--- src/rtl/mm3_pkg.sv ---
`timescale 1ns / 1ps
`default_nettype none
// ----------------------------------------------------------------------------
// mm3_pkg
// Shared types and constants for the 3x3 min/max morphology core.
// ----------------------------------------------------------------------------
package mm3_pkg;

    localparam int MAX_WIDTH_DEF = 1024;

    localparam int PIX_W  = 8;
    localparam int FW_W   = 11;
    localparam int FH_W   = 12;
    localparam int ROW_W  = FH_W + 1;
    localparam int CFG_DW = 12;
    localparam int CFG_IW = 2;

    localparam logic [CFG_IW-1:0] REG_MODE   = 2'd0;
    localparam logic [CFG_IW-1:0] REG_WIDTH  = 2'd1;
    localparam logic [CFG_IW-1:0] REG_HEIGHT = 2'd2;

    localparam logic [FW_W-1:0]  WIDTH_RST  = 11'd640;
    localparam logic [FH_W-1:0]  HEIGHT_RST = 12'd480;
    localparam logic [PIX_W-1:0] PIX_MAX    = 8'hFF;

    localparam logic KIND_PIXEL = 1'b0;
    localparam logic KIND_FLUSH = 1'b1;
    localparam logic MODE_ERODE = 1'b0;

    localparam int OQ_DEPTH = 4;
    localparam int OQ_AW    = 2;
    localparam int OQ_CW    = 3;

    // one transaction on its way from the controller to the line buffer and the window
    typedef struct packed {
        logic             act;
        logic             pix;
        logic [PIX_W-1:0] newv;
        logic             due;
        logic [2:0]       row_ok;
        logic [2:0]       col_ok;
        logic             eor;
        logic             eof;
    } mm3_item_t;

    typedef struct packed {
        logic [PIX_W-1:0] value;
        logic             eor;
        logic             eof;
    } mm3_result_t;

endpackage
`default_nettype wire

--- src/rtl/mm3_out_q.sv ---
`timescale 1ns / 1ps
`default_nettype none
// ----------------------------------------------------------------------------
// mm3_out_q
// Small result queue decoupling the pipeline from output back-pressure.
// ----------------------------------------------------------------------------
module mm3_out_q import mm3_pkg::*; (
    input  wire logic         clk,
    input  wire logic         rst_n,
    input  wire logic         push,
    input  wire mm3_result_t  push_data,
    input  wire logic         pop,
    output logic              valid,
    output mm3_result_t       data,
    output logic [OQ_CW-1:0]  level
);

    mm3_result_t      fifo_reg [OQ_DEPTH];
    logic [OQ_AW-1:0] wr_ptr_reg, rd_ptr_reg;
    logic [OQ_CW-1:0] cnt_reg, cnt_next;

    always_comb
    begin
        valid    = cnt_reg != '0;
        data     = fifo_reg[rd_ptr_reg];
        level    = cnt_reg;
        cnt_next = cnt_reg + OQ_CW'(push) - OQ_CW'(pop);
    end

    always_ff @(posedge clk)
    begin
        if (push)
            fifo_reg[wr_ptr_reg] <= push_data;
    end

    always_ff @(posedge clk or negedge rst_n)
    begin
        if (!rst_n)
        begin
            wr_ptr_reg <= '0;
            rd_ptr_reg <= '0;
            cnt_reg    <= '0;
        end
        else
        begin
            if (push)
                wr_ptr_reg <= wr_ptr_reg + OQ_AW'(1);
            if (pop)
                rd_ptr_reg <= rd_ptr_reg + OQ_AW'(1);
            cnt_reg <= cnt_next;
        end
    end

endmodule
`default_nettype wire

--- config.mk ---
export PLATFORM = sky130hd
export DESIGN_NAME = mm3_out_q
export DESIGN_NICKNAME = d
export VERILOG_FILES = /design/src/rtl/mm3_pkg.sv /design/src/rtl/mm3_out_q.sv
export SDC_FILE = /design/constraint.sdc
export NUM_CORES = 1
export LEC_CHECK = 0
export BUFFER_PORTS_ARGS = -buffer_cell sky130_fd_sc_hd__buf_2
export CORE_MARGIN = 2
export CORE_UTILIZATION = 40
export DETAILED_ROUTE_END_ITERATION = 7
export SYNTH_ARGS = -nofsm -noshare
export SYNTH_HDL_FRONTEND = slang
export SYNTH_SLANG_ARGS = --single-unit
--- constraint.sdc ---
create_clock -name clk -period 1.7 [get_ports clk]
set_input_delay 0.17 -clock clk [delete_from_list [all_inputs] [get_ports clk]]
set_output_delay 0.17 -clock clk [all_outputs]
set_load 0.01 [all_outputs]
# Word-level counts from Yosys, hierarchy flattened
# Memory sizes are Yosys's and may differ from the RTL's.
# Index checks and enable logic that the tools add are counted.
# word_totals
regBits	7
latchBits	0
ramBits	40
rom_bits	0
inputBits	14
out_inout_bits	14
elab_cells	11
n_memories	1
# classes
add_sub_neg	4
n_mul	0
div_mod_pow	0
magnitude_cmp	0
n_eq_ne	0
n_shift	0
mux	2
bitwise	0
reduce_logical	1
# memory_table
memory	words	width	rd	rd_ports_with_merged_regs	write_ports	line	rtl
fifo_reg	4	10	1	0	1	mm3_out_q.sv:18	mm3_result_t fifo_reg [OQ_DEPTH];
# op_table
cell	n
adder 2 x 1 -> 2 bit (second input constant)	2
adder 3 x 1 -> 3 bit	1
nonzero test 3 bit	1
subtractor 3 x 1 -> 3 bit	1
two-way mux 1 bit	2

# Longest topological paths before layout
# Gate-level depths: netlist of run 1.
# depth
word_depth	2
ltp_mapped	7
mapped_depth_nobuf	7

# Worst setup path before layout of run 1
# No wires, ideal clock.
# synth_path
path_kind	register -> register
start	reg cnt_reg[0], in the netlist level[0]
end	reg cnt_reg[2], in the netlist level[2]
setup_ps	123
arrival_ps	1522
required_ps	1577
setup_slack_ps	55
stages_incl_launch_ff	8
path_buffers	0
period_less_slack_ps	1645
path_cell_list	dfrtp_1 inv_1 ha_1 inv_1 ha_1 fa_1 xnor2_1 xnor2_1
# synth_between
elab_chain_len	2
# synth_lines
element	line	rtl
start, declared	mm3_out_q.sv:20	logic [OQ_CW-1:0] cnt_reg, cnt_next;
start signal, assigned	mm3_out_q.sv:50	cnt_reg <= cnt_next;
adder 3 x 1 -> 3 bit	mm3_out_q.sv:27	cnt_next = cnt_reg + OQ_CW'(push) - OQ_CW'(pop);
subtractor 3 x 1 -> 3 bit	mm3_out_q.sv:27	
named net cnt_next[2]	mm3_out_q.sv:20	
# The timed path passes the listed nets, and every way through them passes these cells.
# A chain may end at the register's enable or synchronous reset.

==> out/metrics.csv, run 1 <==
metric,value,unit
GRT Total Usage,13.1,%
DP Area,0.00207,mm^2
Least-Margin Pin Slew,0.287,ns
"commonest non-fill, non-tap cells in the layout","edfxtp_1, buf_2, mux4_2",
CTS Buffer Depth,2,
std cell rows,24,
# diodes,0,
Clock Sinks,47,
gp weighted congestion,0.674,
GRT overflow,0,
Initial Util,41.8,%
syn_nets,106,
synth warn,0,
Boundary Pins,28,
port bufs,27,
"most common cell after layout, fill and taps aside",edfxtp_1,
Worst slew margin,80.9,%
max cap viols,0,
CP max FO,4,
RSZ-0062 raised after global routing,true,
Bufs and invs on worst path,2,
register area,0.00138,mm^2
Post-Syn Area,0.00183,mm^2
Routed WL per cell,16.0,um
nets,148,
Clock transition at path regs,0.08,ns
Fillers,360,
largest net degree at the start of global routing,15,
post-route ant nets,0,
Max VDD drop,751,uV
Synth Instances,85,
Clock Latency Late Sink,0.29,ns
critical-path cell list,buf_6 -> mux4_2 -> buf_6,
synthesized area per cell,21.5,um^2
Crit. End Element,output port,
Cell Pwr Density,1750,mW/mm^2
clock skew,0.00179,ns
status,completed,
final core occ,51.9,%
DR vias/cell,4.89,
die area,0.00513,mm^2
Die Y-Extent,71.7,um
fin. max-slew vios,0,
kind of critical path,register to output port,
Worst path slowest cell,mux4_2,
multi-input logic area,418,um^2
Tcrit/Tclk final,99.2,%
CTS tree,done,
first-pass GRT wire length,4740,um
"Area growth, synth to finish",24.4,%
hpwl dp,1960,um
crit-path leading delay family,multiplexers,
Pre-antenna DRT Iters,4,
root buffer cell,clkbuf_8,
sequential area share after synthesis,75.2,%
minimum clock period,1.69,ns
Critical Path RT,1.53,ns
CP Launch Type,register,
max reg flops,40,
Worst EP arrival,1.52,ns
Max Clk Rate,593,MHz
Worst Hold Class,input port to register,
Most common cell on crit path,buf_6,
Yosys cell types,15,
Die X-Extent,71.7,um
H-tree levels,2,
# DRC,0,
Core Region,0.00438,mm^2
Num CTS Buffers,5,
antenna violations before repair,0,
Leak,0.869,nW
Final setup viols,0,
Final Cell Area,0.00228,mm^2
final hold violations,0,
vias in the first global route,926,
initial drt markers,59,
final wirelength,2890,um
share of cells above drive strength 1,43.8,%
max incr delay on CP,0.51,ns
vias,880,
Seq cells post-synth,47,
-- worst paths after layout --
check	end	cells after the start	from	slack, ns
setup / recovery	data[9]	3	rd_ptr_reg[0]	0.01
setup reg to reg	level[2]	7	level[0]	0.09
min in group asynchronous	wr_ptr_reg[0]	2	rst_n	0.23
hold / removal	rd_ptr_reg[0]	2	pop	0.08
max in group asynchronous	rd_ptr_reg[1]	2	rst_n	1.30
hold reg to reg	wr_ptr_reg[0]	1	wr_ptr_reg[0]	0.54
-- worst reg2reg max path: stages (launching register included) --
cell and delay (ns):
dfrtp_1 0.36, inv_1 0.05, ha_1 0.26, inv_1 0.04
ha_1 0.18, fa_2 0.35, xnor2_2 0.15, xnor2_1 0.12
-- stage by stage --
step / setup slack, ns / std cells / setup TNS (ns) / hold WS, ns / total power, mW
finish: 0.0131 / 180 / 0 / 0.0846 / 3.99
global route: -0.0686 / 180 / -0.498 / 0.0730 / 4.24
CTS: -0.00328 / 179 / -0.00893 / 0.0782 / 3.92
detailed placement: 0.0272 / 170 / 0 / 0.0162 / 2.91
global placement: 0.112 / 170 / 0 / 0.00820 / 2.87
floorplan: 0.0554 / 85 / 0 / -0.126 / 2.43
-- synthesized netlist by cell type --
library cell / number / area share, %
and2_1: 4 / 1.4
o21ai_0: 1 / 0.27
nand2_1: 2 / 0.41
dfrtp_1: 7 / 9.6
ha_1: 6 / 4.1
inv_1: 6 / 1.2
buf_6: 1 / 0.62
xnor2_1: 3 / 1.4
edfxtp_1: 40 / 66
xor2_1: 2 / 0.96
buf_2: 1 / 0.27
fa_1: 1 / 1.1
mux4_1: 2 / 2.9
mux4_2: 8 / 9.8
or3_1: 1 / 0.34
-- cells by family after synthesis --
logic type	count (synthesis)	synth area share (%)
XOR/XNOR	5	2.39
buffers and inverters	8	2.12
adder cells (fa/ha/maj)	7	5.19
flip-flops	47	75.2
AND/OR/NAND/NOR	7	2.12
multiplexers	10	12.7
AO/OA/AOI/OAI	1	0.273
-- where the power goes --
group / switching [mW] / internal [mW]
Sequential: 0.163 / 1.54
Combinational: 0.578 / 0.776
Clock: 0.348 / 0.587
-- timing repair --
item                                   in CTS  in global routing
setup endpoints to repair                   2                 11
buffers inserted                            0                  1
gates resized for setup                     8                  6
hold buffers                                1                  0
endpoints found under the hold margin       7                  0
-- per-layer routing --
metal	global-route usage (%)	vias up	wire length, um
li1	-	407	-
met5	0	-	0
met4	4.40	0	39
met2	20.8	25	1420
met3	6.19	5	175
met1	15.8	443	1250
-- final cells by class --
type	instances	area share (%)
repair buffers	37	11.5
multi-input cells	30	18.4
clock buffers	6	3.19
flip-flops and latches	47	60.5
clock inverters	2	2.64
inverters	6	0.989
well taps	52	2.86
Note: power is estimated with default switching activity, not from simulation.
==> run 2, diff against run 1 <==
--- a/config.mk
+++ b/config.mk
@@ -9,6 +9,9 @@
 export CORE_MARGIN = 2
 export CORE_UTILIZATION = 40
 export DETAILED_ROUTE_END_ITERATION = 7
+export REMOVE_ABC_BUFFERS = 1
+export SETUP_SLACK_MARGIN = 0.5
 export SYNTH_ARGS = -nofsm -noshare
 export SYNTH_HDL_FRONTEND = slang
 export SYNTH_SLANG_ARGS = --single-unit
+export TNS_END_PERCENT = 20
==> run 2 against run 1 <==
Sequential cell count did not move. Die area did not move. Power fell by 0.20%. Clock skew rose by 0.0094 ns. Sequential share of layout area fell by 2.4 points. Global-route usage fell by 0.50 points. Worst hold slack got worse by 0.0069 ns. Worst setup slack improved by 0.016 ns. Critical endpoint is now data[4]. Largest power group unchanged. Cell area rose by 4.2%.
==> out/metrics.csv, run 2 (synthesis results as in run 1) <==
metric,value,unit,change
status,completed,,
Comb pwr share,41.8,%,+7.9 points
Core Region,0.00438,mm^2,unchanged
Final Cell Area,0.00237,mm^2,+4.2%
CTS Buffer Depth,2,,unchanged
vias,881,,+0.11%
Clock transition at path regs,0.09,ns,about the same
fin. max-slew vios,0,,unchanged
cell count of the worst hold path,2,,unchanged
met3 wire len,126,um,-28%
RSZ-0062 raised after global routing,true,,
minimum clock period,1.67,ns,-0.0158 ns
H-tree levels,2,,unchanged
post-route setup slack,0.0289,ns,+0.0158 ns
clock skew,0.0112,ns,+0.00942 ns
max cap viols,0,,unchanged
Leak,0.871,nW,+0.23%
gp weighted congestion,0.701,,+4.0%
first-pass GRT wire length,4610,um,-2.8%
# diodes,0,,unchanged
initial drt markers,100,,+69%
Clock power frac,15.9,%,-7.5 points
"Area growth, synth to finish",29.6,%,
Reg2Reg Setup Slack,0.03,ns,-0.06 ns
placed insts,170,,unchanged
Max Clk Rate,598,MHz,+0.95%
Clock Latency Late Sink,0.29,ns,about the same
register area,0.00138,mm^2,about the same
Internal,2.77,mW,-4.6%
Hold EP,rd_ptr_reg[0],,
die area,0.00513,mm^2,unchanged
GRT Total Usage,12.6,%,-0.50 points
CTS tree,done,,
Worst slew margin,88.0,%,+7.1 points
share of cells above drive strength 1,53.1,%,+9.3 points
Setup TNS,0,ns,unchanged
Num CTS Buffers,5,,unchanged
DR vias/cell,4.84,,-0.99%
final wirelength,3060,um,+6.0%
Sw Share,30.5,%,+3.2 points
Fillers,350,,-2.8%
Initial Util,41.8,%,unchanged
top sig layer,met4,,
vias in the first global route,931,,+0.54%
worst reg2reg path depth,7,,unchanged
Final setup viols,0,,unchanged
std cell rows,24,,unchanged
# DRC,0,,unchanged
Cell Pwr Density,1680,mW/mm^2,-4.2%
multi-input logic area,480,um^2,+15%
Die X-Extent,71.7,um,unchanged
total power,3.98,mW,-0.20%
Critical R2R Capture,level[2],,
post-route ant nets,0,,unchanged
root buffer cell,clkbuf_8,,
min-delay src,pop,,
Reg power frac,42.3,%,-0.4 points
DP Area,0.00207,mm^2,unchanged
met1 WL,1220,um,-2.8%
dpl ws,0.0140,ns,-0.0132 ns
Routed WL per cell,16.8,um,+4.8%
final hold violations,0,,unchanged
Crit. End Element,output port,,
nets,150,,+1.4%
FF-to-FF Start,level[0],,
CP max FO,6,,+2
Max VDD drop,949,uV,+26%
port bufs,27,,unchanged
Worst Hold Class,input port to register,,
Psw,1.21,mW,+12%
Die Y-Extent,71.7,um,unchanged
Worst EP arrival,1.50,ns,-0.02 ns
antenna violations before repair,0,,unchanged
Tcrit/Tclk final,98.3,%,-0.93 points
Critical Path RT,1.53,ns,about the same
Clock Sinks,47,,unchanged
Least-Margin Pin Slew,0.179,ns,-0.108 ns
Boundary Pins,28,,unchanged
Pre-antenna DRT Iters,4,,unchanged
kind of critical path,register to output port,,
CP Launch Type,register,,
"most common cell after layout, fill and taps aside",edfxtp_1,,
hpwl dp,1980,um,+0.94%
"commonest non-fill, non-tap cells in the layout","edfxtp_1, buf_2, buf_6",,
fin cells,182,,+1.1%
max reg flops,40,,unchanged
met2 WL,1690,um,+19%
CP Launch Point,rd_ptr_reg[0],,
largest net degree at the start of global routing,15,,unchanged
GRT overflow,0,,unchanged
## run 2: changes by cell type in the layout (fill, tap and decap cells not counted), sizes merged
cell / delta
clkbuf: -1
bufinv: -2
clkinv: +2
clkinvlp: +1
buf: +2
## run 2: metrics by stage
step	utilization [%]	hold slack, ns
floorplan	-	-0.126
global placement	47.3	0.0147
detailed placement	47.3	0.0179
CTS	50.5	0.0730
global route	54.1	0.0693
finish	54.1	0.0777
## run 2: worst max path at each step
stage / endpoint / slack, ns / depth (start not counted)
4_1_cts: data[5] / 0.01 / 3
2_1_floorplan: level[2] / 0.06 / 7
6_report: data[4] / 0.03 / 3
5_1_grt: data[4] / -0.06 / 3
3_3_place_gp: level[2] / 0.12 / 7
3_5_place_dp: level[2] / 0.01 / 7
## run 2: cell type report
cell class | instances | area share, %
Multi-Input combinational cell | 30 | 20.3
Tap cell | 52 | 2.74
Clock buffer | 5 | 2.90
Inverter | 6 | 1.16
Sequential cell | 47 | 58.1
Timing Repair Buffer | 39 | 14.2
Clock inverter | 3 | 0.633
## run 2: power by group through the flow
| stage | clock network (mW) | registers, mW | logic (mW) |
|---|---|---|---|
| finish | 0.633 | 1.69 | 1.67 |
| CTS | 0.653 | 1.64 | 1.41 |
| floorplan | 0 | 1.74 | 0.655 |
| global placement | 0 | 1.64 | 1.21 |
| detailed placement | 0 | 1.66 | 1.25 |
| global route | 0.708 | 1.71 | 1.81 |
## run 2: what timing repair did
item | CTS | global route
pin swaps | 3 | 8
hold buffers | 1 | 0
hold endpoints to repair | 7 | 0
setup buffers | 2 | 1
resized for setup | 10 | 36
setup endpoints to repair | 45 | 53
## run 2: layer usage
layer,vias up,track usage (%)
met3,2,5.06
met2,17,20.7
met4,0,5.03
li1,412,-
met1,450,14.8
met5,-,0
## run 2: worst max-delay path: stages, from the launching register on
cell and delay [ns]:
dfrtp_1 0.39, buf_6 0.16, mux4_2 0.52, buf_6 0.14
