[config.mk]
export PLATFORM = sky130hd
export DESIGN_NAME = mm3_ctrl
export DESIGN_NICKNAME = d
export VERILOG_FILES = /design/src/rtl/mm3_pkg.sv /design/src/rtl/mm3_ctrl.sv
export SDC_FILE = /design/constraint.sdc
export NUM_CORES = 1
export LEC_CHECK = 0
export ABC_AREA = 1
export ABC_CLOCK_PERIOD_IN_PS = 5400
export BUFFER_PORTS_ARGS = -buffer_cell sky130_fd_sc_hd__buf_2
export CORE_MARGIN = 3
export CORE_UTILIZATION = 58
export DETAILED_ROUTE_END_ITERATION = 10
export PLACE_DENSITY_LB_ADDON = 0.1
export SYNTH_ARGS = -nofsm -noshare
export SYNTH_HDL_FRONTEND = slang
export SYNTH_SLANG_ARGS = --single-unit
[constraint.sdc]
create_clock -name clk -period 5.4 [get_ports clk]
set_clock_uncertainty 0.2 [all_clocks]
set_input_delay 0.54 -clock clk [delete_from_list [all_inputs] [get_ports clk]]
set_output_delay 0.54 -clock clk [all_outputs]
set_load 0.02 [all_outputs]
[src/rtl/mm3_pkg.sv]
`timescale 1ns / 1ps
`default_nettype none
// ----------------------------------------------------------------------------
// mm3_pkg
// Shared types and constants for the 3x3 min/max morphology core.
// ----------------------------------------------------------------------------
package mm3_pkg;

    localparam int MAX_WIDTH_DEF = 1024;

    localparam int PIX_W  = 8;
    localparam int FW_W   = 11;
    localparam int FH_W   = 12;
    localparam int ROW_W  = FH_W + 1;
    localparam int CFG_DW = 12;
    localparam int CFG_IW = 2;

    localparam logic [CFG_IW-1:0] REG_MODE   = 2'd0;
    localparam logic [CFG_IW-1:0] REG_WIDTH  = 2'd1;
    localparam logic [CFG_IW-1:0] REG_HEIGHT = 2'd2;

    localparam logic [FW_W-1:0]  WIDTH_RST  = 11'd640;
    localparam logic [FH_W-1:0]  HEIGHT_RST = 12'd480;
    localparam logic [PIX_W-1:0] PIX_MAX    = 8'hFF;

    localparam logic KIND_PIXEL = 1'b0;
    localparam logic KIND_FLUSH = 1'b1;
    localparam logic MODE_ERODE = 1'b0;

    localparam int OQ_DEPTH = 4;
    localparam int OQ_AW    = 2;
    localparam int OQ_CW    = 3;

    // one transaction on its way from the controller to the line buffer and the window
    typedef struct packed {
        logic             act;
        logic             pix;
        logic [PIX_W-1:0] newv;
        logic             due;
        logic [2:0]       row_ok;
        logic [2:0]       col_ok;
        logic             eor;
        logic             eof;
    } mm3_item_t;

    typedef struct packed {
        logic [PIX_W-1:0] value;
        logic             eor;
        logic             eof;
    } mm3_result_t;

endpackage
`default_nettype wire

[src/rtl/mm3_ctrl.sv]
`timescale 1ns / 1ps
`default_nettype none
// ----------------------------------------------------------------------------
// mm3_ctrl
// Raster position tracking, flush bookkeeping and line buffer addressing.
// ----------------------------------------------------------------------------
module mm3_ctrl import mm3_pkg::*; #(
    parameter int MAX_WIDTH = MAX_WIDTH_DEF,
    localparam int CW = $clog2(MAX_WIDTH),
    localparam int WW = CW + 1
) (
    input  wire logic             clk,
    input  wire logic             rst_n,
    input  wire logic             in_fire,
    input  wire logic             kind,
    input  wire logic [PIX_W-1:0] pixel_value,
    input  wire logic             restart,
    input  wire logic [FW_W-1:0]  width_reg,
    input  wire logic [FH_W-1:0]  height_reg,
    output logic                  rd_en,
    output logic [CW-1:0]         rd_addr,
    output mm3_item_t             s1_item_reg,
    output logic [CW-1:0]         s1_addr_reg
);

    logic [CW-1:0]    in_col_reg, in_col_next, out_col_reg, out_col_next;
    logic [ROW_W-1:0] in_row_reg, in_row_next, out_row_reg, out_row_next;
    logic [WW-1:0]    pend_reg, pend_next;
    logic [WW-1:0]    eff_w;
    logic [FH_W-1:0]  eff_h;
    logic [ROW_W-1:0] h_ext;
    logic [CW-1:0]    ic, oc;
    logic [ROW_W-1:0] ir, orow, ir_inc, or_inc;
    logic [WW-1:0]    pend, ic_inc, oc_inc;
    logic             restart_pix, act, due, last_pix, in_wrap, out_wrap, eor;
    mm3_item_t        item;

    always_comb
    begin
        if (width_reg == '0)
            eff_w = WW'(1);
        else if (32'(width_reg) > MAX_WIDTH)
            eff_w = WW'(MAX_WIDTH);
        else
            eff_w = WW'(width_reg);
        eff_h = (height_reg == '0) ? FH_W'(1) : height_reg;
        h_ext = {1'b0, eff_h};

        // a pixel arriving while flushes are owed starts a new frame
        restart_pix = (kind == KIND_PIXEL) && (pend_reg != '0);
        act         = in_fire && ((kind == KIND_PIXEL) || (pend_reg != '0));

        ic   = restart_pix ? '0 : in_col_reg;
        ir   = restart_pix ? '0 : in_row_reg;
        oc   = restart_pix ? '0 : out_col_reg;
        orow = restart_pix ? '0 : out_row_reg;
        pend = restart_pix ? '0 : pend_reg;

        ic_inc   = {1'b0, ic} + WW'(1);
        ir_inc   = ir + ROW_W'(1);
        in_wrap  = ic_inc >= eff_w;
        oc_inc   = {1'b0, oc} + WW'(1);
        or_inc   = orow + ROW_W'(1);
        out_wrap = oc_inc >= eff_w;
        eor      = oc_inc == eff_w;

        due      = (ir >= ROW_W'(2)) || ((ir == ROW_W'(1)) && (ic != '0));
        last_pix = (kind == KIND_PIXEL) && (ir_inc == h_ext) && (ic_inc == eff_w);

        in_col_next = in_wrap ? '0 : ic_inc[CW-1:0];
        in_row_next = in_wrap ? ir_inc : ir;

        if (last_pix)
            pend_next = eff_w + WW'(1);
        else if (kind == KIND_FLUSH)
            pend_next = pend - WW'(1);
        else
            pend_next = pend;

        out_col_next = oc;
        out_row_next = orow;
        if (due)
        begin
            out_col_next = out_wrap ? '0 : oc_inc[CW-1:0];
            out_row_next = out_wrap ? or_inc : orow;
        end

        // last owed flush: back to the top of a frame
        if ((kind == KIND_FLUSH) && (pend_next == '0))
        begin
            in_col_next  = '0;
            in_row_next  = '0;
            out_col_next = '0;
            out_row_next = '0;
        end

        item.act    = act;
        item.pix    = (kind == KIND_PIXEL);
        item.newv   = (kind == KIND_PIXEL) ? pixel_value : '0;
        item.due    = act && due;
        item.row_ok = {or_inc < h_ext, orow < h_ext, orow != '0};
        item.col_ok = {oc_inc < eff_w, {1'b0, oc} < eff_w, oc != '0};
        item.eor    = eor;
        item.eof    = eor && (or_inc == h_ext);

        rd_en   = act;
        rd_addr = ic;
    end

    always_ff @(posedge clk or negedge rst_n)
    begin
        if (!rst_n)
        begin
            in_col_reg  <= '0;
            in_row_reg  <= '0;
            out_col_reg <= '0;
            out_row_reg <= '0;
            pend_reg    <= '0;
            s1_item_reg <= '0;
        end
        else
        begin
            if (restart)
            begin
                in_col_reg  <= '0;
                in_row_reg  <= '0;
                out_col_reg <= '0;
                out_row_reg <= '0;
                pend_reg    <= '0;
            end
            else if (act)
            begin
                in_col_reg  <= in_col_next;
                in_row_reg  <= in_row_next;
                out_col_reg <= out_col_next;
                out_row_reg <= out_row_next;
                pend_reg    <= pend_next;
            end
            s1_item_reg <= item;
        end
    end

    always_ff @(posedge clk)
    begin
        s1_addr_reg <= ic;
    end

endmodule
`default_nettype wire

* Word-level counts from Yosys, hierarchy flattened *
Index checks and enable logic that the tools add are counted.

storage, ports and cells
  ROM bits = 0
  output and inout bits = 40
  register bits = 86
  latch bits = 0
  logic and storage cells = 83
  RAM bits = 0
  input bits = 36
  memories = 0

operators by class
  order comparisons = 8
  shift operators = 0
  reductions and logical operators = 18
  multiply operators = 0
  multiplexer cells = 31
  bitwise gates (word level) = 1
  equality and inequality tests = 5
  divide/modulo/power cells = 0
  $add $sub $neg = 6

operators with widths
  kind                   number
  $mux 13                11
  $mux 10                11
  $mux 11                7
  $add 13x1->13 const B  2
  $eq 13x12->1           2
  $lt 13x12->1           2
  $add 10x1->11 const B  2
  $eq 11x11->1           2
  $ge 11x11->1           2
  $logic_not 11->1       2
  $reduce_bool 10->1     2
  $eq 13x1->1 const B    1
  $ge 13x2->1 const B    1
  $reduce_bool 13->1     1
  $logic_not 12->1       1
  $mux 12                1
  $add 11x1->11 const B  1
  $gt 11x11->1 const B   1
  $lt 10x11->1           1
  $lt 11x11->1           1
  $reduce_bool 11->1     1
  $sub 11x1->11 const B  1
  $logic_and 1x1->1      8
  $mux 8                 1
  3 further kinds        4

* Logic depth before layout (Yosys ltp) *
  word-level depth = 13
  depth in mapped cells = 36

* Least setup slack after synthesis *
No wires, ideal clock.

  path kind = input to register
  start = input port kind
  end = register out_row_reg[11]
  data required time = 5083 ps
  path buffers = 5
  arrival time = 4760 ps
  stages on the path = 30
  setup slack = 323 ps
  library setup time = 117 ps
  cell sequence = clkbuf_1 a21oi_1 clkbuf_1 clkbuf_1 buf_1 nor2_1 ha_1 nand3_1 nor3_1 nand3_1 xor2_1 ha_1 nand2_1 nor2_1 nand4_1 nor2_1 nand2_1 nor2_1 nand2_1 nor2_2 nand3_4 nor2_8 nand2_1 nand2_1 nand2_1 nor2_2 nand3_4 buf_6 nand2_1 nand2_1

RTL lines
  what                   line             text
  from (decl)            mm3_ctrl.sv:15   input wire logic kind,
  $not 1->1 (*)          -
  $logic_and 1x1->1 (*)  mm3_ctrl.sv:50   restart_pix = (kind == KIND_PIXEL) && (pend_reg != '0);
  $mux 10 (*)            mm3_ctrl.sv:53   ic = restart_pix ? '0 : in_col_reg;
  via rd_addr[1]         mm3_ctrl.sv:21   output logic [CW-1:0] rd_addr,
  $add 10x1->11          mm3_ctrl.sv:59   ic_inc = {1'b0, ic} + WW'(1);
  $eq 11x11->1           mm3_ctrl.sv:68   last_pix = (kind == KIND_PIXEL) && (ir_inc == h_ext) && (ic_inc == eff_w);
  $logic_and 1x1->1      mm3_ctrl.sv:68
  $mux 11                mm3_ctrl.sv:73   if (last_pix)
  $logic_not 11->1       mm3_ctrl.sv:89   if ((kind == KIND_FLUSH) && (pend_next == '0))
  $logic_and 1x1->1      mm3_ctrl.sv:89
  $mux 13 (*)            mm3_ctrl.sv:89
  $mux 13 (*)            mm3_ctrl.sv:131  else if (act)
  $mux 13 (*)            mm3_ctrl.sv:123  if (restart)
  to (signal assigned)   mm3_ctrl.sv:136  out_row_reg <= out_row_next;
  to (decl)              mm3_ctrl.sv:27   logic [ROW_W-1:0] in_row_reg, in_row_next, out_row_reg, out_row_next;

The timed path passes the listed nets; every way through them passes the cells marked *. The select of a mux whose other input is x is not followed.
A chain may end at the register's enable or synchronous reset.

* Worst setup path in the final report *
  start = register pend_reg[5]
  end = register out_row_reg[4]

on the way
  cells in the longest elaborated chain, start to end = 13

RTL lines
  what                             line                            text
  from (decl)                      mm3_ctrl.sv:28                  logic [WW-1:0] pend_reg, pend_next;
  from (signal assigned)           mm3_ctrl.sv:137                 pend_reg <= pend_next;
  $reduce_bool 11->1               mm3_ctrl.sv:50, mm3_ctrl.sv:51
  $logic_and 1x1->1                mm3_ctrl.sv:50
  $mux 13                          mm3_ctrl.sv:54                  ir = restart_pix ? '0 : in_row_reg;
  $add 13x1->13                    mm3_ctrl.sv:60                  ir_inc = ir + ROW_W'(1);
  $eq 13x12->1                     mm3_ctrl.sv:68
  $logic_and 1x1->1 (2 in series)  mm3_ctrl.sv:68
  $mux 11                          mm3_ctrl.sv:73
  $logic_not 11->1                 mm3_ctrl.sv:89
  $logic_and 1x1->1                mm3_ctrl.sv:89
  $mux 13                          mm3_ctrl.sv:89
  $mux 13                          mm3_ctrl.sv:131
  $mux 13                          mm3_ctrl.sv:123

Several ways; a longest one is shown, not always the timed one. The select of a mux whose other input is x is not followed.

==> impl_metrics.ini <==
[yosys]
netlist_instances = 1100
synth.avg_cell_area_um2 = 6.62
syn_area_mm2 = 0.00728
synthFlopType = dfrtp_1
synth-edff-count = 0
ys_ff_latch = 86
syn_nets = 1203
async_reset_ff_share_pct = 88.4
ys.warnings.count = 0
seq_area_frac_synth_pct = 28.9
synth_cell_type_count = 44

[power]
leakagePower_uw = 0.00453
totalPowerFinal_uw = 1880
power_per_cell_area_mw_per_mm2 = 228
worst_ir_drop_vdd_mv = 0.226

[final_layout]
syn2layout_area_growth_pct = 13.0
largest_reg_flops = 19
n_antenna_cell = 0
nets = 1283
instances_no_fill = 1353
regArea_mm2 = 0.00210
drive_gt1_share_pct = 12.7
multi_input_area_mm2 = 0.00447
n_fill_cell = 1161

[die]
die_w_um = 118
die_y_um = 118
core-area_mm2 = 0.0122
die_area_mm2 = 0.0139
fp-row-count = 40
pin_count = 76
initial_core_util_pct = 59.9

[route]
drc = 0
via_per_inst = 5.47
drtIter0Drc = 548
firstDrtPassIters = 6
ant_nets = 0
wl_per_cell_um = 15.1
vias = 7399
drt-total-wl_mm = 20.5

[hold_path]
hp-class = in -> async

[setup_path]
worstPathRequired_ps = 5500
cpMostUsedCell = nand2_1
crit_family = simple AND/OR/NAND/NOR gates
reg2reg_from = pend_reg[5]
critPathMaxFanout = 17
cpPeakStageDelay_ps = 390
startpoint_type = register
r2r_end = out_row_reg[4]
cp-startpoint = pend_reg[5]
r2r_cells = 26
path_class = reg -> reg
arrival_ps = 5060
cp.buffers_inverters = 7
endpoint_kind = register
r2r_setup_slack_ps = 440
crit_slowest_cell = dfrtp_1

[sta]
finalCriticalPeriod_ps = 4960
setup_tns_ps = 0
tightest_slew_ps = 1010
hold_violations = 0
fmax_mhz = 201
slew_viol_final = 0
maxSlewHeadroom_pct = 32.8
worst_hold_slack_ps = 151
rsz0062_at_grt = no
setup-violations-final = 0
min_period_over_period_pct = 91.9

[placed_design]
io_buffers = 75
hpwl_mm = 15.0
dp_cells = 1334
gp_congestion = 0.983

[clock_network]
cts_root_buf = clkbuf_16
clock-sinks = 86
max-clock-path-buffers = 2
insertion_delay_ps = 360
cts_tree = built
htree_levels = 3
numCtsBuffers = 9
cts.clk_slew.worst_paths_ps = 70

[global_routing]
grt_usage_pct = 29.6
grt_pass1_wl_mm = 33.9
grt-ovfl-total = 0
antenna_found_initial = 0
grt_max_degree = 77
grt_pass1_vias = 7086

[status]
outcome = complete, no violations

[run]
maxCapViolCount = 0
-- how the worst max path moves through the flow --
stage	to	slack, ps	cells after the start
floorplan	out_row_reg[11]	320	30
global placement	out_row_reg[1]	430	24
detailed placement	in_col_reg[3]	380	30
CTS	in_col_reg[3]	330	30
global route	out_row_reg[11]	50	26
finish	out_row_reg[4]	440	26
-- logic make-up after synthesis --
logic type / after synthesis / share of synthesized area [%]
flip-flops: 86 / 28.9
adder cells (fa/ha/maj): 67 / 11.5
AND/OR/NAND/NOR: 604 / 35.8
buffers and inverters: 180 / 10.2
AO/OA/AOI/OAI: 139 / 10.7
XOR/XNOR: 24 / 2.89
-- placed cells by master (no fill, tap or decap), drive strengths merged, types with 7 or more instances in the layout --
cell,instances
a21oi,42
buf,95
clkbuf,9
dfrtp,76
dfxtp,10
ha,67
inv,152
nand2,345
nand3,69
nand4,22
nor2,136
nor3,18
nor4,7
o21ai,54
o22ai,19
xor2,18
-- cells in the mapped netlist, types with 5 or more instances --
library cell | number | area (um^2)
nand2_1 | 341 | 1280
inv_1 | 146 | 548
nor2_1 | 125 | 469
dfrtp_1 | 76 | 1900
ha_1 | 67 | 838
nand3_1 | 61 | 305
o21ai_0 | 54 | 270
a21oi_1 | 42 | 210
nand4_1 | 22 | 138
o22ai_1 | 19 | 119
xor2_1 | 18 | 158
nor3_1 | 16 | 80.1
clkbuf_1 | 13 | 48.8
dfxtp_1 | 10 | 200
buf_6 | 8 | 90.1
nor2_2 | 8 | 50.1
nor4_1 | 7 | 43.8
xnor2_1 | 6 | 52.6
inv_2 | 5 | 18.8
o21bai_1 | 5 | 37.5
-- timing repair --
item,4_1_cts,5_1_grt
hold endpoints to repair,0,0
endpoints found under the setup margin,0,46
gates resized for setup,0,7
hold buffers,0,0
setup buffers,0,3
-- report_power, final --
group          leakage [uW]  internal (uW)  total, uW  switching [uW]
sequential          0.00110            668        684            16.6
combinational       0.00327            148        495             347
clock              0.000157            408        700             292
total               0.00453           1220       1880             655
-- worst register-to-register path, stage by stage (launching register included) --
cell	delay, ps
dfrtp_1	390
inv_2	80
nand2_1	100
nor2_1	200
buf_4	150
a21oi_2	90
buf_4	230
buf_4	220
nor2_1	320
nand2_1	80
nor2_1	180
nand3_1	130
nand3b_1	220
xor2_1	240
inv_1	70
ha_1	300
nand2_1	70
nor4_1	390
a221oi_1	210
nand2_1	180
inv_1	70
nor2_1	210
buf_4	200
nand3_1	70
a21oi_1	180
nand2_1	70
nand2_1	50
-- per-stage QoR --
step           setup slack, ps  instance area [um^2]  util [%]
6_report                   436                  8230      67.7
5_1_grt                   47.5                  8230      67.7
4_1_cts                    330                  8180      67.3
3_5_place_dp               378                  7860      64.6
3_3_place_gp               431                  7860      64.6
2_1_floorplan              323                  7280         -
-- layout make-up --
cell class / instances / area share [%]
Clock buffer: 9 / 2.74
Timing Repair Buffer: 95 / 6.61
Multi-Input combinational cell: 834 / 54.3
Sequential cell: 86 / 25.5
Tap cell: 168 / 2.55
Inverter: 154 / 7.02
Clock inverter: 7 / 1.19
-- routing by layer --
layer  global-route usage (%)  vias to the layer above  share of wire [%]
met5                        0                        -                  0
met4                     12.1                        0                3.1
met3                     4.81                       53                6.4
met2                     48.9                      258                 47
met1                     38.6                     3385                 44
li1                         -                     3703                  -
No activity file was read; power rests on OpenSTA's default activity.
