## src/rtl/mm3_pkg.sv

```systemverilog
`timescale 1ns / 1ps
`default_nettype none
// ----------------------------------------------------------------------------
// mm3_pkg
// Shared types and constants for the 3x3 min/max morphology core.
// ----------------------------------------------------------------------------
package mm3_pkg;

    localparam int MAX_WIDTH_DEF = 1024;

    localparam int PIX_W  = 8;
    localparam int FW_W   = 11;
    localparam int FH_W   = 12;
    localparam int ROW_W  = FH_W + 1;
    localparam int CFG_DW = 12;
    localparam int CFG_IW = 2;

    localparam logic [CFG_IW-1:0] REG_MODE   = 2'd0;
    localparam logic [CFG_IW-1:0] REG_WIDTH  = 2'd1;
    localparam logic [CFG_IW-1:0] REG_HEIGHT = 2'd2;

    localparam logic [FW_W-1:0]  WIDTH_RST  = 11'd640;
    localparam logic [FH_W-1:0]  HEIGHT_RST = 12'd480;
    localparam logic [PIX_W-1:0] PIX_MAX    = 8'hFF;

    localparam logic KIND_PIXEL = 1'b0;
    localparam logic KIND_FLUSH = 1'b1;
    localparam logic MODE_ERODE = 1'b0;

    localparam int OQ_DEPTH = 4;
    localparam int OQ_AW    = 2;
    localparam int OQ_CW    = 3;

    // one transaction on its way from the controller to the line buffer and the window
    typedef struct packed {
        logic             act;
        logic             pix;
        logic [PIX_W-1:0] newv;
        logic             due;
        logic [2:0]       row_ok;
        logic [2:0]       col_ok;
        logic             eor;
        logic             eof;
    } mm3_item_t;

    typedef struct packed {
        logic [PIX_W-1:0] value;
        logic             eor;
        logic             eof;
    } mm3_result_t;

endpackage
`default_nettype wire

```

## src/rtl/mm3_window.sv

```systemverilog
`timescale 1ns / 1ps
`default_nettype none
// ----------------------------------------------------------------------------
// mm3_window
// 3x3 window shift registers and masked min/max reduction.
// ----------------------------------------------------------------------------
module mm3_window import mm3_pkg::*; (
    input  wire logic             clk,
    input  wire logic             rst_n,
    input  wire mm3_item_t        s1_item,
    input  wire logic [PIX_W-1:0] up,
    input  wire logic [PIX_W-1:0] mid,
    input  wire logic             mode,
    output logic                  res_valid,
    output mm3_result_t           res
);

    logic [PIX_W-1:0] win_reg [9];
    logic             s2_valid_reg;
    logic [8:0]       s2_mask_reg;
    logic             s2_eor_reg, s2_eof_reg;
    logic [PIX_W-1:0] m [9];
    logic [PIX_W-1:0] l1 [4];
    logic [PIX_W-1:0] l2 [2];
    logic [PIX_W-1:0] l3;
    logic [8:0]       mask;

    function automatic logic [PIX_W-1:0] pick(input logic [PIX_W-1:0] a,
                                              input logic [PIX_W-1:0] b,
                                              input logic             mx);
        if (mx)
            return (a > b) ? a : b;
        else
            return (a < b) ? a : b;
    endfunction

    always_comb
    begin
        for (int i = 0; i < 3; i++)
        begin
            for (int k = 0; k < 3; k++)
            begin
                mask[i*3+k] = s1_item.row_ok[i] && s1_item.col_ok[k];
            end
        end
    end

    always_ff @(posedge clk or negedge rst_n)
    begin
        if (!rst_n)
        begin
            for (int i = 0; i < 9; i++)
                win_reg[i] <= '0;
            s2_valid_reg <= 1'b0;
        end
        else
        begin
            if (s1_item.act)
            begin
                for (int r = 0; r < 3; r++)
                begin
                    win_reg[r*3]   <= win_reg[r*3+1];
                    win_reg[r*3+1] <= win_reg[r*3+2];
                end
                win_reg[2] <= up;
                win_reg[5] <= mid;
                win_reg[8] <= s1_item.newv;
            end
            s2_valid_reg <= s1_item.due;
        end
    end

    always_ff @(posedge clk)
    begin
        s2_mask_reg <= mask;
        s2_eor_reg  <= s1_item.eor;
        s2_eof_reg  <= s1_item.eof;
    end

    // out-of-frame taps take the neutral value
    always_comb
    begin
        for (int i = 0; i < 9; i++)
            m[i] = s2_mask_reg[i] ? win_reg[i] : ((mode == MODE_ERODE) ? PIX_MAX : '0);
        for (int i = 0; i < 4; i++)
            l1[i] = pick(m[2*i], m[2*i+1], mode);
        l2[0] = pick(l1[0], l1[1], mode);
        l2[1] = pick(l1[2], l1[3], mode);
        l3    = pick(l2[0], l2[1], mode);

        res_valid = s2_valid_reg;
        res.value = pick(l3, m[8], mode);
        res.eor   = s2_eor_reg;
        res.eof   = s2_eof_reg;
    end

endmodule
`default_nettype wire

```

## config.mk

```make
export PLATFORM = sky130hd
export DESIGN_NAME = mm3_window
export DESIGN_NICKNAME = d
export VERILOG_FILES = /design/src/rtl/mm3_pkg.sv /design/src/rtl/mm3_window.sv
export SDC_FILE = /design/constraint.sdc
export NUM_CORES = 1
export LEC_CHECK = 0
export BUFFER_PORTS_ARGS = -buffer_cell sky130_fd_sc_hd__clkbuf_2
export CAP_MARGIN = 20
export CELL_PAD_IN_SITES_DETAIL_PLACEMENT = 0
export CELL_PAD_IN_SITES_GLOBAL_PLACEMENT = 1
export CORE_MARGIN = 5
export CORE_UTILIZATION = 52
export CTS_CLUSTER_SIZE = 24
export DETAILED_ROUTE_END_ITERATION = 6
export PLACE_DENSITY_LB_ADDON = 0.1
export SLEW_MARGIN = 30
export SYNTH_ARGS = -nofsm -noshare
export SYNTH_HDL_FRONTEND = slang
export SYNTH_SLANG_ARGS = --single-unit
export TNS_END_PERCENT = 1
```

## constraint.sdc

```tcl
create_clock -name clk -period 47.3 [get_ports clk]
set_clock_uncertainty 0.1 [all_clocks]
set_input_delay 9.46 -clock clk [delete_from_list [all_inputs] [get_ports clk]]
set_output_delay 9.46 -clock clk [all_outputs]
set_load 0.02 [all_outputs]
```

* Word level (Yosys, flattened, before mapping)
Cells that the tools add are included.
Storage, ports and cells: flip-flop bits (word level) 84, bits of input ports 38, output and inout bits 11, logic and storage cells 72
Cells by class: $lt $le $gt $ge 16, multiplexer cells 34, reductions and logical operators 9
Operator list (count):
- 8-bit 2-to-1 mux | 34
- 8-bit greater-than comparator | 8
- 8-bit less-than comparator | 8
- 1-bit logical AND | 9

* Depth between registers and ports, before layout
Gate-level depths: netlist of the first run.
depth in word-level cells 14, depth in mapped cells 50, mapped depth without buffers 43

* Worst setup path after synthesis of the first run
Ideal clock, no wire load.
kind in2out, start point input mode, end point output res[2] (netlist bit), arrival 18995 ps, required time 37740 ps, setup slack 18745 ps, stages 50, path buffers 9, path through buf_6 -> clkbuf_1 -> clkbuf_1 -> buf_1 -> clkbuf_1 -> buf_1 -> nor2_1 -> a21o_1 -> ha_1 -> nor2b_1 -> o211ai_1 -> a21o_1 -> a21oi_1 -> nor2b_1 -> clkbuf_1 -> a22o_1 -> a21oi_1 -> ha_1 -> (+14 left out) -> nand3_1 -> o211ai_4 -> and2_1 -> clkbuf_1 -> nor2_1 -> o311ai_0 -> ha_1 -> nor2b_1 -> o21ai_0 -> nand2b_1 -> a21oi_1 -> o21ai_1 -> o21a_1 -> nand2b_1 -> a21oi_1 -> o21ai_0 -> o31ai_1 -> a221o_1
RTL lines:
- from (decl) | RTL line mm3_window.sv:13 | input wire logic mode,
- to (decl) | RTL line mm3_window.sv:15 | output mm3_result_t res

==> impl_metrics.tcl, run 1 <==
set metrics [dict create \
    ys.flop_type "dfrtp_1" \
    cts_buffer_depth 2 \
    fin_ws_ns 17.42 \
    hold_viol_final 0 \
    io_buffers 47 \
    synth_compound_area_frac 0.268 \
    slowest_delay_ns 0.66 \
    yosys.area_share.simple 0.140 \
    min_period_over_period 0.632 \
    synth_enable_flop_cells 0 \
    dieArea_sq_um 17100 \
    hold_depth 1 \
    drt_iter0_markers 622 \
    synth_cells 858 \
    wl_microns 20200 \
    hp-class "flip-flop to flip-flop" \
    cts_sinks 84 \
    rr_startpoint "win_reg[57]$_DFFE_PN0P_" \
    syn_nets 956 \
    synth_top_family_by_area "compound AO/OA/AOI/OAI gates" \
    fp-row-count 44 \
    cts_setup_buffers 0 \
    die_h_microns 131 \
    crit_fanout 82 \
    place_hpwl_microns 15200 \
    relSlewSlack 0.398 \
    ios 49 \
    root_buffer "clkbuf_16" \
    ir_drop_uv 33.3 \
    p_per_area_nw_per_um2 54.4 \
    period_minus_slack_ns 29.88 \
    crit_arrival_ns 20.32 \
    syn_avg_cell_area_sq_um 8.82 \
    tightestPinTransition_ns 0.903 \
    netlist_area_sq_um 7560 \
    finalSetupViolCount 0 \
    cts_buffers 9 \
    post_drt_wl_per_cell_microns 19.0 \
    r2r_end "win_reg[57]$_DFFE_PN0P_" \
    fmax_mhz 33.5 \
    dpl.cell_count 1046 \
    cp_slowest_cell "buf_4" \
    ys_seq_area_frac 0.271 \
    grt_start_max_net_pins 83 \
    grt_first_pass_wirelength_microns 32600 \
    drive_above_1_share 0.190 \
    cts-resized-gates 0 \
    crit_start "mode" \
    path_delay_family "compound AO/OA/AOI/OAI gates" \
    crit_buf_inv 4 \
    cp_num_cells 44 \
    drt_pre_antenna_iters 5 \
    status "completed" \
    clock_latency_ns 0.35 \
    antenna_found_initial 0 \
    ys_ff_latch 84 \
    dieWidth_microns 131 \
    design.core.area_sq_um 14400 \
    final.setup.tns_ns 0 \
    layout_common_cells "a21oi_1, mux2_2, dfrtp_1, ha_1, nand2_1" \
    num_vias 6738 \
    p_total_w 0.000447 \
    endpoint_kind "output pin" \
    drc_errors 0 \
    yosysWarnings 0 \
    ant_nets 0 \
    diodes 0 \
    final_common_cell "a21oi_1" \
    netlist.area_leader.share 0.242 \
    crit_path_start_kind "primary input" \
    required_ns 37.74 \
    grt_pass1_vias 6159 \
    cts_hold_buffers 0 \
    maxCapViolations 0 \
    maxSlewViolCount 0 \
    htree_num_levels 3 \
    r2r_slack_ns 46.32 \
    largest_reg_flops 72 \
    fin_nets 972 \
    place.gp.congestion 0.904 \
    post-route-util 0.570 \
    crit_type "primary input to output pin" \
    place_ws_ns 17.14 \
    crit_path_frequent_cell "a21oi_1" \
    crit_end "res[3]" \
    hold_start "win_reg[66]$_DFFE_PN0P_" \
    ff2ff_path_depth 1 \
    area_delta_synth_final_pct 8.67 \
    final_cells 1063 \
    synth.largest_area_cell "dfrtp_1" \
    rsz0062_at_grt "no" \
    initial_core_util 0.524 \
    tritoncts "done" \
    p_leak_nw 3.73 \
    netlist-cell-type-count 76 \
    grtUsageTotal 0.244 \
    path_clk_slew_ns 0.06 \
    vias_per_cell 6.34 \
    synthMuxAreaShare 0.171 \
    synthTopCellsByArea "dfrtp_1, mux2_2, ha_1" \
    synthAdderAreaFrac 0.0993 \
    grt-ovfl-total 0 \
    synth-xor-area-share 0.00347 \
    synthArstFlopShare 0.869 \
]
worst min path at each step:
stage	end	slack, ns
5_1_grt	win_reg[18]$_DFFE_PN0P_	0.43
2_1_floorplan	win_reg[59]$_DFFE_PN0P_	0.37
6_report	win_reg[66]$_DFFE_PN0P_	0.41
4_1_cts	win_reg[18]$_DFFE_PN0P_	0.42
3_3_place_gp	win_reg[22]$_DFFE_PN0P_	0.39
3_5_place_dp	win_reg[18]$_DFFE_PN0P_	0.40
through the flow:
step	instance area, sq um	hold slack (ns)
floorplan	7560	0.368
global placement	7860	0.391
detailed placement	7860	0.396
CTS	8180	0.417
global route	8220	0.426
finish	8220	0.414
cell families (layout without fill, tap and decap cells):
logic type                 Yosys count  count (layout)
AOI/OAI and AO/OA                  301             301
adders and majority gates           60              60
and+or+nand+nor                    203             203
muxes                              117             117
DFF                                 84              84
xor gates and xnor gates             3               3
buffers and inverters               90             111
report_power, final:
part           internal [W]  total [W]  switching (W)
combinational      0.000115   0.000278       0.000163
sequential        0.0000813  0.0000933      0.0000121
clock             0.0000455  0.0000762      0.0000306
total              0.000242   0.000447       0.000206
routing by layer:
| layer | global-route usage | share of wire | up-vias | wire (microns) |
|---|---|---|---|---|
| met4 | 0.0774 | 0.019 | 0 | 390 |
| li1 | - | - | 3250 | - |
| met2 | 0.370 | 0.45 | 179 | 9160 |
| met1 | 0.356 | 0.48 | 3278 | 9630 |
| met5 | 0 | 0 | - | 0 |
| met3 | 0.0390 | 0.052 | 31 | 1060 |
cells in the mapped netlist, types with 3 or more instances:
cell	count
dfxtp_1	11
mux2i_1	37
o31ai_1	3
a31oi_1	9
nand2_1	49
a32o_1	4
nor3b_1	14
o21ai_0	48
nand3_1	18
a311oi_1	4
and3_1	8
ha_1	60
o221ai_1	5
nor2b_1	13
nand2b_1	8
nand3b_1	7
a211oi_1	17
clkbuf_1	30
o311a_1	3
mux2_4	6
o22ai_1	3
and2_1	18
o211ai_1	7
a22o_1	5
o211a_1	3
nand4_1	14
buf_1	10
a21oi_1	104
mux2_2	73
o21ai_1	3
buf_4	3
a22oi_1	3
o21a_1	12
a21o_1	36
dfrtp_1	73
nor2_1	40
inv_1	44
nor3_1	4
cell type report:
class / count / area [sq um]
Sequential cell: 84 / 2050
Timing Repair Buffer: 51 / 284
Clock inverter: 4 / 55.1
Inverter: 44 / 165
Tap cell: 184 / 230
Multi-Input combinational cell: 684 / 5170
Clock buffer: 12 / 267
Fill cell: 1297 / 6200
(Power assumes the default switching activity.)
==> run 2: changes to the inputs <==
Settings changed: ABC_AREA set to 1, CORE_UTILIZATION 52 to 45.
Clock period 47.3 ns to 28 ns, I/O delays scaled along.
==> run 2 against run 1 <==
Die area is 8.0% higher; synthesized cell count is 22% higher; cell count is 22% higher; routed wire length is 7.7% lower; cell area is 5.4% lower; flip-flop and latch count stayed put; sequential share of layout area is 1.4 points higher; combinational power is 23% higher; critical path type unchanged.
==> impl_metrics.tcl, run 2 <==
set metrics [dict create \
    status "completed" \
    syn_avg_cell_area_sq_um 6.77 \
    crit_arrival_ns 14.78 \
    synth_cells 1050 \
    hp-class "flip-flop to flip-flop" \
    netlist_area_sq_um 7110 \
    cp_slowest_cell "o2111ai_1" \
    drive_above_1_share 0.113 \
    p_total_w 0.000601 \
    maxSlewViolCount 0 \
    ys_top_cells_by_count "nand2_1, inv_1, o21ai_0, a21oi_1, dfrtp_1" \
    period_minus_slack_ns 20.48 \
    grt_start_max_net_pins 74 \
    final.setup.tns_ns 0 \
    synth.largest_area_cell "dfrtp_1" \
    ys_seq_area_frac 0.288 \
    htree_num_levels 3 \
    dieWidth_microns 136 \
    place_ws_ns 7.58 \
    crit_buf_inv 10 \
    post-route-util 0.495 \
    nFillCells 1645 \
    ir_drop_uv 35.2 \
    netlist-cell-type-count 42 \
    cts_buffer_depth 2 \
    initial_core_util 0.453 \
    yosysMostFrequentCell "nand2_1" \
    yosysWarnings 0 \
    required_ns 22.30 \
    ios 49 \
    place_hpwl_microns 14100 \
    die_h_microns 136 \
    cts_setup_buffers 0 \
    rsz0062_at_grt "no" \
    ys_ff_latch 84 \
    tightestPinTransition_ns 0.999 \
    syn_nets 1148 \
    ys.flop_type "dfrtp_1" \
    synthArstFlopShare 0.869 \
    layout_common_cells "nand2_1, inv_1, o21ai_0, a21oi_1, dfrtp_1" \
    largest_reg_flops 72 \
    maxCapViolations 0 \
    tritoncts "done" \
    cts_sinks 84 \
    r2r_slack_ns 27.06 \
    diodes 0 \
    place.gp.congestion 0.840 \
    grt_pass1_vias 6281 \
    cts_hold_buffers 0 \
    path_delay_family "compound AO/OA/AOI/OAI gates" \
    crit_path_start_kind "primary input" \
    ant_nets 0 \
    fin_ws_ns 7.52 \
    crit_path_frequent_cell "nand2_1" \
    design.core.area_sq_um 15700 \
    cts_buffers 9 \
    drt_iter0_markers 468 \
    dieArea_sq_um 18400 \
    finalSetupViolCount 0 \
    area_delta_synth_final_pct 9.36 \
    drc_errors 0 \
    final_common_cell "nand2_1" \
    p_leak_nw 4.00 \
    post_drt_wl_per_cell_microns 14.4 \
    netlist.area_leader.share 0.257 \
    grtUsageTotal 0.213 \
    path_clk_slew_ns 0.06 \
    fin_nets 1172 \
    slowest_delay_ns 0.71 \
    min_period_over_period 0.731 \
    fmax_mhz 48.8 \
    endpoint_kind "output pin" \
    relSlewSlack 0.326 \
    grt-ovfl-total 0 \
    num_vias 6702 \
    wl_microns 18700 \
    synthTopCellsByArea "dfrtp_1, nand2_1, ha_1" \
    fp-row-count 46 \
    grt_first_pass_wirelength_microns 31500 \
    antenna_found_initial 0 \
    synth_enable_flop_cells 0 \
    crit_type "primary input to output pin" \
    io_buffers 47 \
    vias_per_cell 5.18 \
    cts-resized-gates 0 \
    drt_pre_antenna_iters 6 \
    p_per_area_nw_per_um2 77.3 \
    hold_viol_final 0 \
    crit_fanout 45 \
    root_buffer "clkbuf_16" \
    clock_latency_ns 0.34 \
]
[run 2: changes by cell type in the layout (fill, tap and decap cells not counted), moves of 13 or more]
cell,before,now
nor2_1,39,70
nand2_1,49,236
mux2_2,73,17
a21o_1,36,1
o21ai_0,48,123
nor2b_1,13,0
and2_1,18,1
nor3b_1,14,0
inv_1,44,154
nand3_1,18,67
mux2i_1,37,0
[run 2: final cells by class]
class | instances | area, sq um | share of cell area
inverters | 160 | 601 | 0.0772
well taps | 216 | 270 | 0.0347
clock inverters | 6 | 53.8 | 0.00692
repair buffers | 52 | 282 | 0.0362
multi-input cells | 767 | 4290 | 0.551
clock buffers | 10 | 239 | 0.0307
flip-flops and latches | 84 | 2050 | 0.263
[run 2: per-layer routing]
metal | vias to the layer above | wire, microns | global-route usage
li1 | 3552 | - | -
met1 | 3030 | 9590 | 0.314
met2 | 107 | 8270 | 0.331
met3 | 13 | 571 | 0.0212
met4 | 0 | 249 | 0.0627
met5 | - | 0 | 0
[run 2: where the power goes]
part / total (W) / switching [W] / internal, W
sequential: 0.000142 / 0.00000822 / 0.000134
clock: 0.000117 / 0.0000527 / 0.0000641
combinational: 0.000342 / 0.000230 / 0.000112
[run 2: cell families (layout without fill, tap and decap cells)]
group	Yosys count	count (layout)	share of synthesized area
flops	84	84	0.288
compound gates	282	282	0.221
buf+inv	199	228	0.110
fa+ha+maj	60	60	0.106
simple gates	408	408	0.249
mux	17	17	0.0269
[run 2: final timing paths]
path / from / to / cells after the start
worst min register to register: win_reg[15]$_DFFE_PN0P_ / win_reg[23]$_DFFE_PN0P_ / 2
min in group asynchronous: rst_n / res_valid$_DFF_PN0_ / 1
max in group asynchronous: rst_n / win_reg[69]$_DFFE_PN0P_ / 1
worst min-delay path: win_reg[15]$_DFFE_PN0P_ / win_reg[23]$_DFFE_PN0P_ / 2
worst max register to register: win_reg[7]$_DFFE_PN0P_ / win_reg[15]$_DFFE_PN0P_ / 2
worst max-delay path: mode / res[5] / 44
[run 2: per-stage QoR]
| step | cell area, sq um | std cells | hold slack (ns) |
|---|---|---|---|
| detailed placement | 7480 | 1279 | 0.367 |
| finish | 7780 | 1295 | 0.375 |
| floorplan | 7110 | 1050 | 0.350 |
| global placement | 7480 | 1279 | 0.362 |
| CTS | 7770 | 1295 | 0.382 |
| global route | 7780 | 1295 | 0.416 |
[run 2: worst reg2reg max path, cell delays in order, from the launching register on]
cell,delay [ns]
dfrtp_1,0.43
nand2_1,0.11
o21ai_0,0.13
==> run 3: changes to the inputs <==
Settings changed: ABC_AREA 1 to 0, CORE_UTILIZATION 45 to 48.
Clock period 28 ns to 18.9 ns, I/O delays scaled along.
==> run 3 against run 2 <==
Combinational power grew 100%; clock-buffer cell count grew 1; non-clock buffer count grew 1; flip-flop and latch count is the same; sequential power grew 65%; worst hold slack gained 0.034 ns; critical path type unchanged; critical endpoint is now res[7]; largest cell class unchanged; largest power group unchanged; highest routed layer unchanged.
==> impl_metrics.tcl, run 3 (synthesis gave the netlist of run 1 again) <==
set metrics [dict create \
    grtUsageTotal 0.228 \
    min_period_over_period 0.949 \
    num_vias 6769 \
    cts_sinks 84 \
    status "completed" \
    wl_microns 20700 \
    p_leak_nw 3.74 \
    grt_start_max_net_pins 78 \
    area_delta_synth_final_pct 9.40 \
    cts_buffers 9 \
    clock_latency_ns 0.35 \
    rr_startpoint "win_reg[57]$_DFFE_PN0P_" \
    crit_path_start_kind "primary input" \
    seqCellArea_sq_um 2050 \
    final_common_cell "a21oi_1" \
    r2r_slack_ns 17.90 \
    tightestPinTransition_ns 0.845 \
    maxSlewViolCount 0 \
    nFillCells 1429 \
    hp-class "flip-flop to flip-flop" \
    htree_num_levels 3 \
    dpl_cell_area_sq_um 7920 \
    ff2ff_path_depth 1 \
    slowest_delay_ns 0.51 \
    root_buffer "clkbuf_16" \
    fp-row-count 45 \
    diodes 0 \
    period_minus_slack_ns 17.93 \
    largest_reg_flops 72 \
    place.gp.congestion 0.887 \
    initial_core_util 0.494 \
    crit_end "res[7]" \
    hold_ws_ns 0.408 \
    hold_viol_final 0 \
    crit_type "primary input to output pin" \
    drc_errors 0 \
    cts_hold_buffers 0 \
    path_clk_slew_ns 0.06 \
    p_per_area_nw_per_um2 136 \
    ant_nets 0 \
    io_buffers 47 \
    place_ws_ns 1.04 \
    crit_fanout 49 \
    grt-ovfl-total 0 \
    crit_path_frequent_cell "a21oi_1" \
    post_drt_wl_per_cell_microns 18.9 \
    maxCapViolations 0 \
    required_ns 15.02 \
    place_hpwl_microns 15600 \
    dieArea_sq_um 18400 \
    drt_pre_antenna_iters 6 \
    grt_first_pass_wirelength_microns 33600 \
    dieWidth_microns 136 \
    layout_common_cells "a21oi_1, mux2_2, dfrtp_1, ha_1, nand2_1" \
    post-route-util 0.540 \
    fin_nets 974 \
    fin_ws_ns 0.972 \
    endpoint_kind "output pin" \
    cp_slowest_cell "buf_4" \
    design.core.area_sq_um 15300 \
    r2r_end "win_reg[65]$_DFFE_PN0P_" \
    fmax_mhz 55.8 \
    ios 49 \
    die_h_microns 136 \
    grt_pass1_vias 6568 \
    crit_start "mode" \
    tritoncts "done" \
    drive_above_1_share 0.193 \
    rsz0062_at_grt "no" \
    multi_input_area_sq_um 5180 \
    ir_drop_uv 86.5 \
    cts_buffer_depth 2 \
    drt_iter0_markers 573 \
    antenna_found_initial 0 \
    finalSetupViolCount 0 \
    vias_per_cell 6.20 \
    fin_area_sq_um 8270 \
    final.setup.tns_ns 0 \
    relSlewSlack 0.436 \
    hold_depth 1 \
    crit_arrival_ns 14.05 \
]
run 3: cell count changes in the layout (fill, tap and decap cells not counted), moves of 9 or more:
| cell | previous run | this run |
|---|---|---|
| o21ai_0 | 123 | 48 |
| nor2_1 | 70 | 38 |
| nand3_1 | 67 | 18 |
| a21o_1 | 1 | 36 |
| o21a_1 | 3 | 12 |
| mux2_2 | 17 | 73 |
| nand2_1 | 236 | 49 |
| nor2b_1 | 0 | 13 |
| nor3b_1 | 0 | 14 |
| mux2i_1 | 0 | 37 |
| inv_1 | 154 | 44 |
| and2_1 | 1 | 18 |
run 3: where the power goes:
part | internal, W | leakage (nW) | switching (W)
Clock | 0.000120 | 0.156 | 0.0000742
Sequential | 0.000203 | 0.952 | 0.0000305
Combinational | 0.000289 | 2.63 | 0.000410
run 3: layer usage:
metal / part of all wire / up-vias / track usage
met4: 0.012 / 0 / 0.0599
met2: 0.47 / 175 / 0.374
met3: 0.059 / 25 / 0.0409
li1: - / 3260 / -
met1: 0.46 / 3309 / 0.312
met5: 0 / - / 0
run 3: repair_timing:
action	CTS	global route
setup buffers	0	0
resized for setup	0	5
setup endpoints to repair	0	7
run 3: how the worst min path moves through the flow:
stage	start	to
5_1_grt	win_reg[68]$_DFFE_PN0P_	win_reg[68]$_DFFE_PN0P_
4_1_cts	win_reg[20]$_DFFE_PN0P_	win_reg[20]$_DFFE_PN0P_
3_5_place_dp	win_reg[20]$_DFFE_PN0P_	win_reg[20]$_DFFE_PN0P_
3_3_place_gp	win_reg[21]$_DFFE_PN0P_	win_reg[21]$_DFFE_PN0P_
6_report	win_reg[22]$_DFFE_PN0P_	win_reg[22]$_DFFE_PN0P_
2_1_floorplan	win_reg[51]$_DFFE_PN0P_	win_reg[59]$_DFFE_PN0P_
run 3: metrics by stage:
stage | std cells | total power [W]
global route | 1092 | 0.00122
global placement | 1076 | 0.000901
finish | 1092 | 0.00113
detailed placement | 1076 | 0.000920
CTS | 1092 | 0.00112
floorplan | 858 | 0.000755
run 3: area by class of cell:
cell class / instances / area share
timing repair buffer: 53 / 0.0354
clock inverter: 5 / 0.0103
multi-input combinational: 684 / 0.626
tap: 211 / 0.0319
clock buffer: 11 / 0.0293
inverter: 44 / 0.0200
sequential: 84 / 0.247
run 3: critical path: cells and delay by family:
family | cells | cell delay [ns]
AND/OR/NAND/NOR | 12 | 2.06
multiplexers | 1 | 0.38
buffers and inverters | 6 | 1.35
adder cells (fa/ha/maj) | 4 | 1.25
AO/OA/AOI/OAI | 23 | 5.21
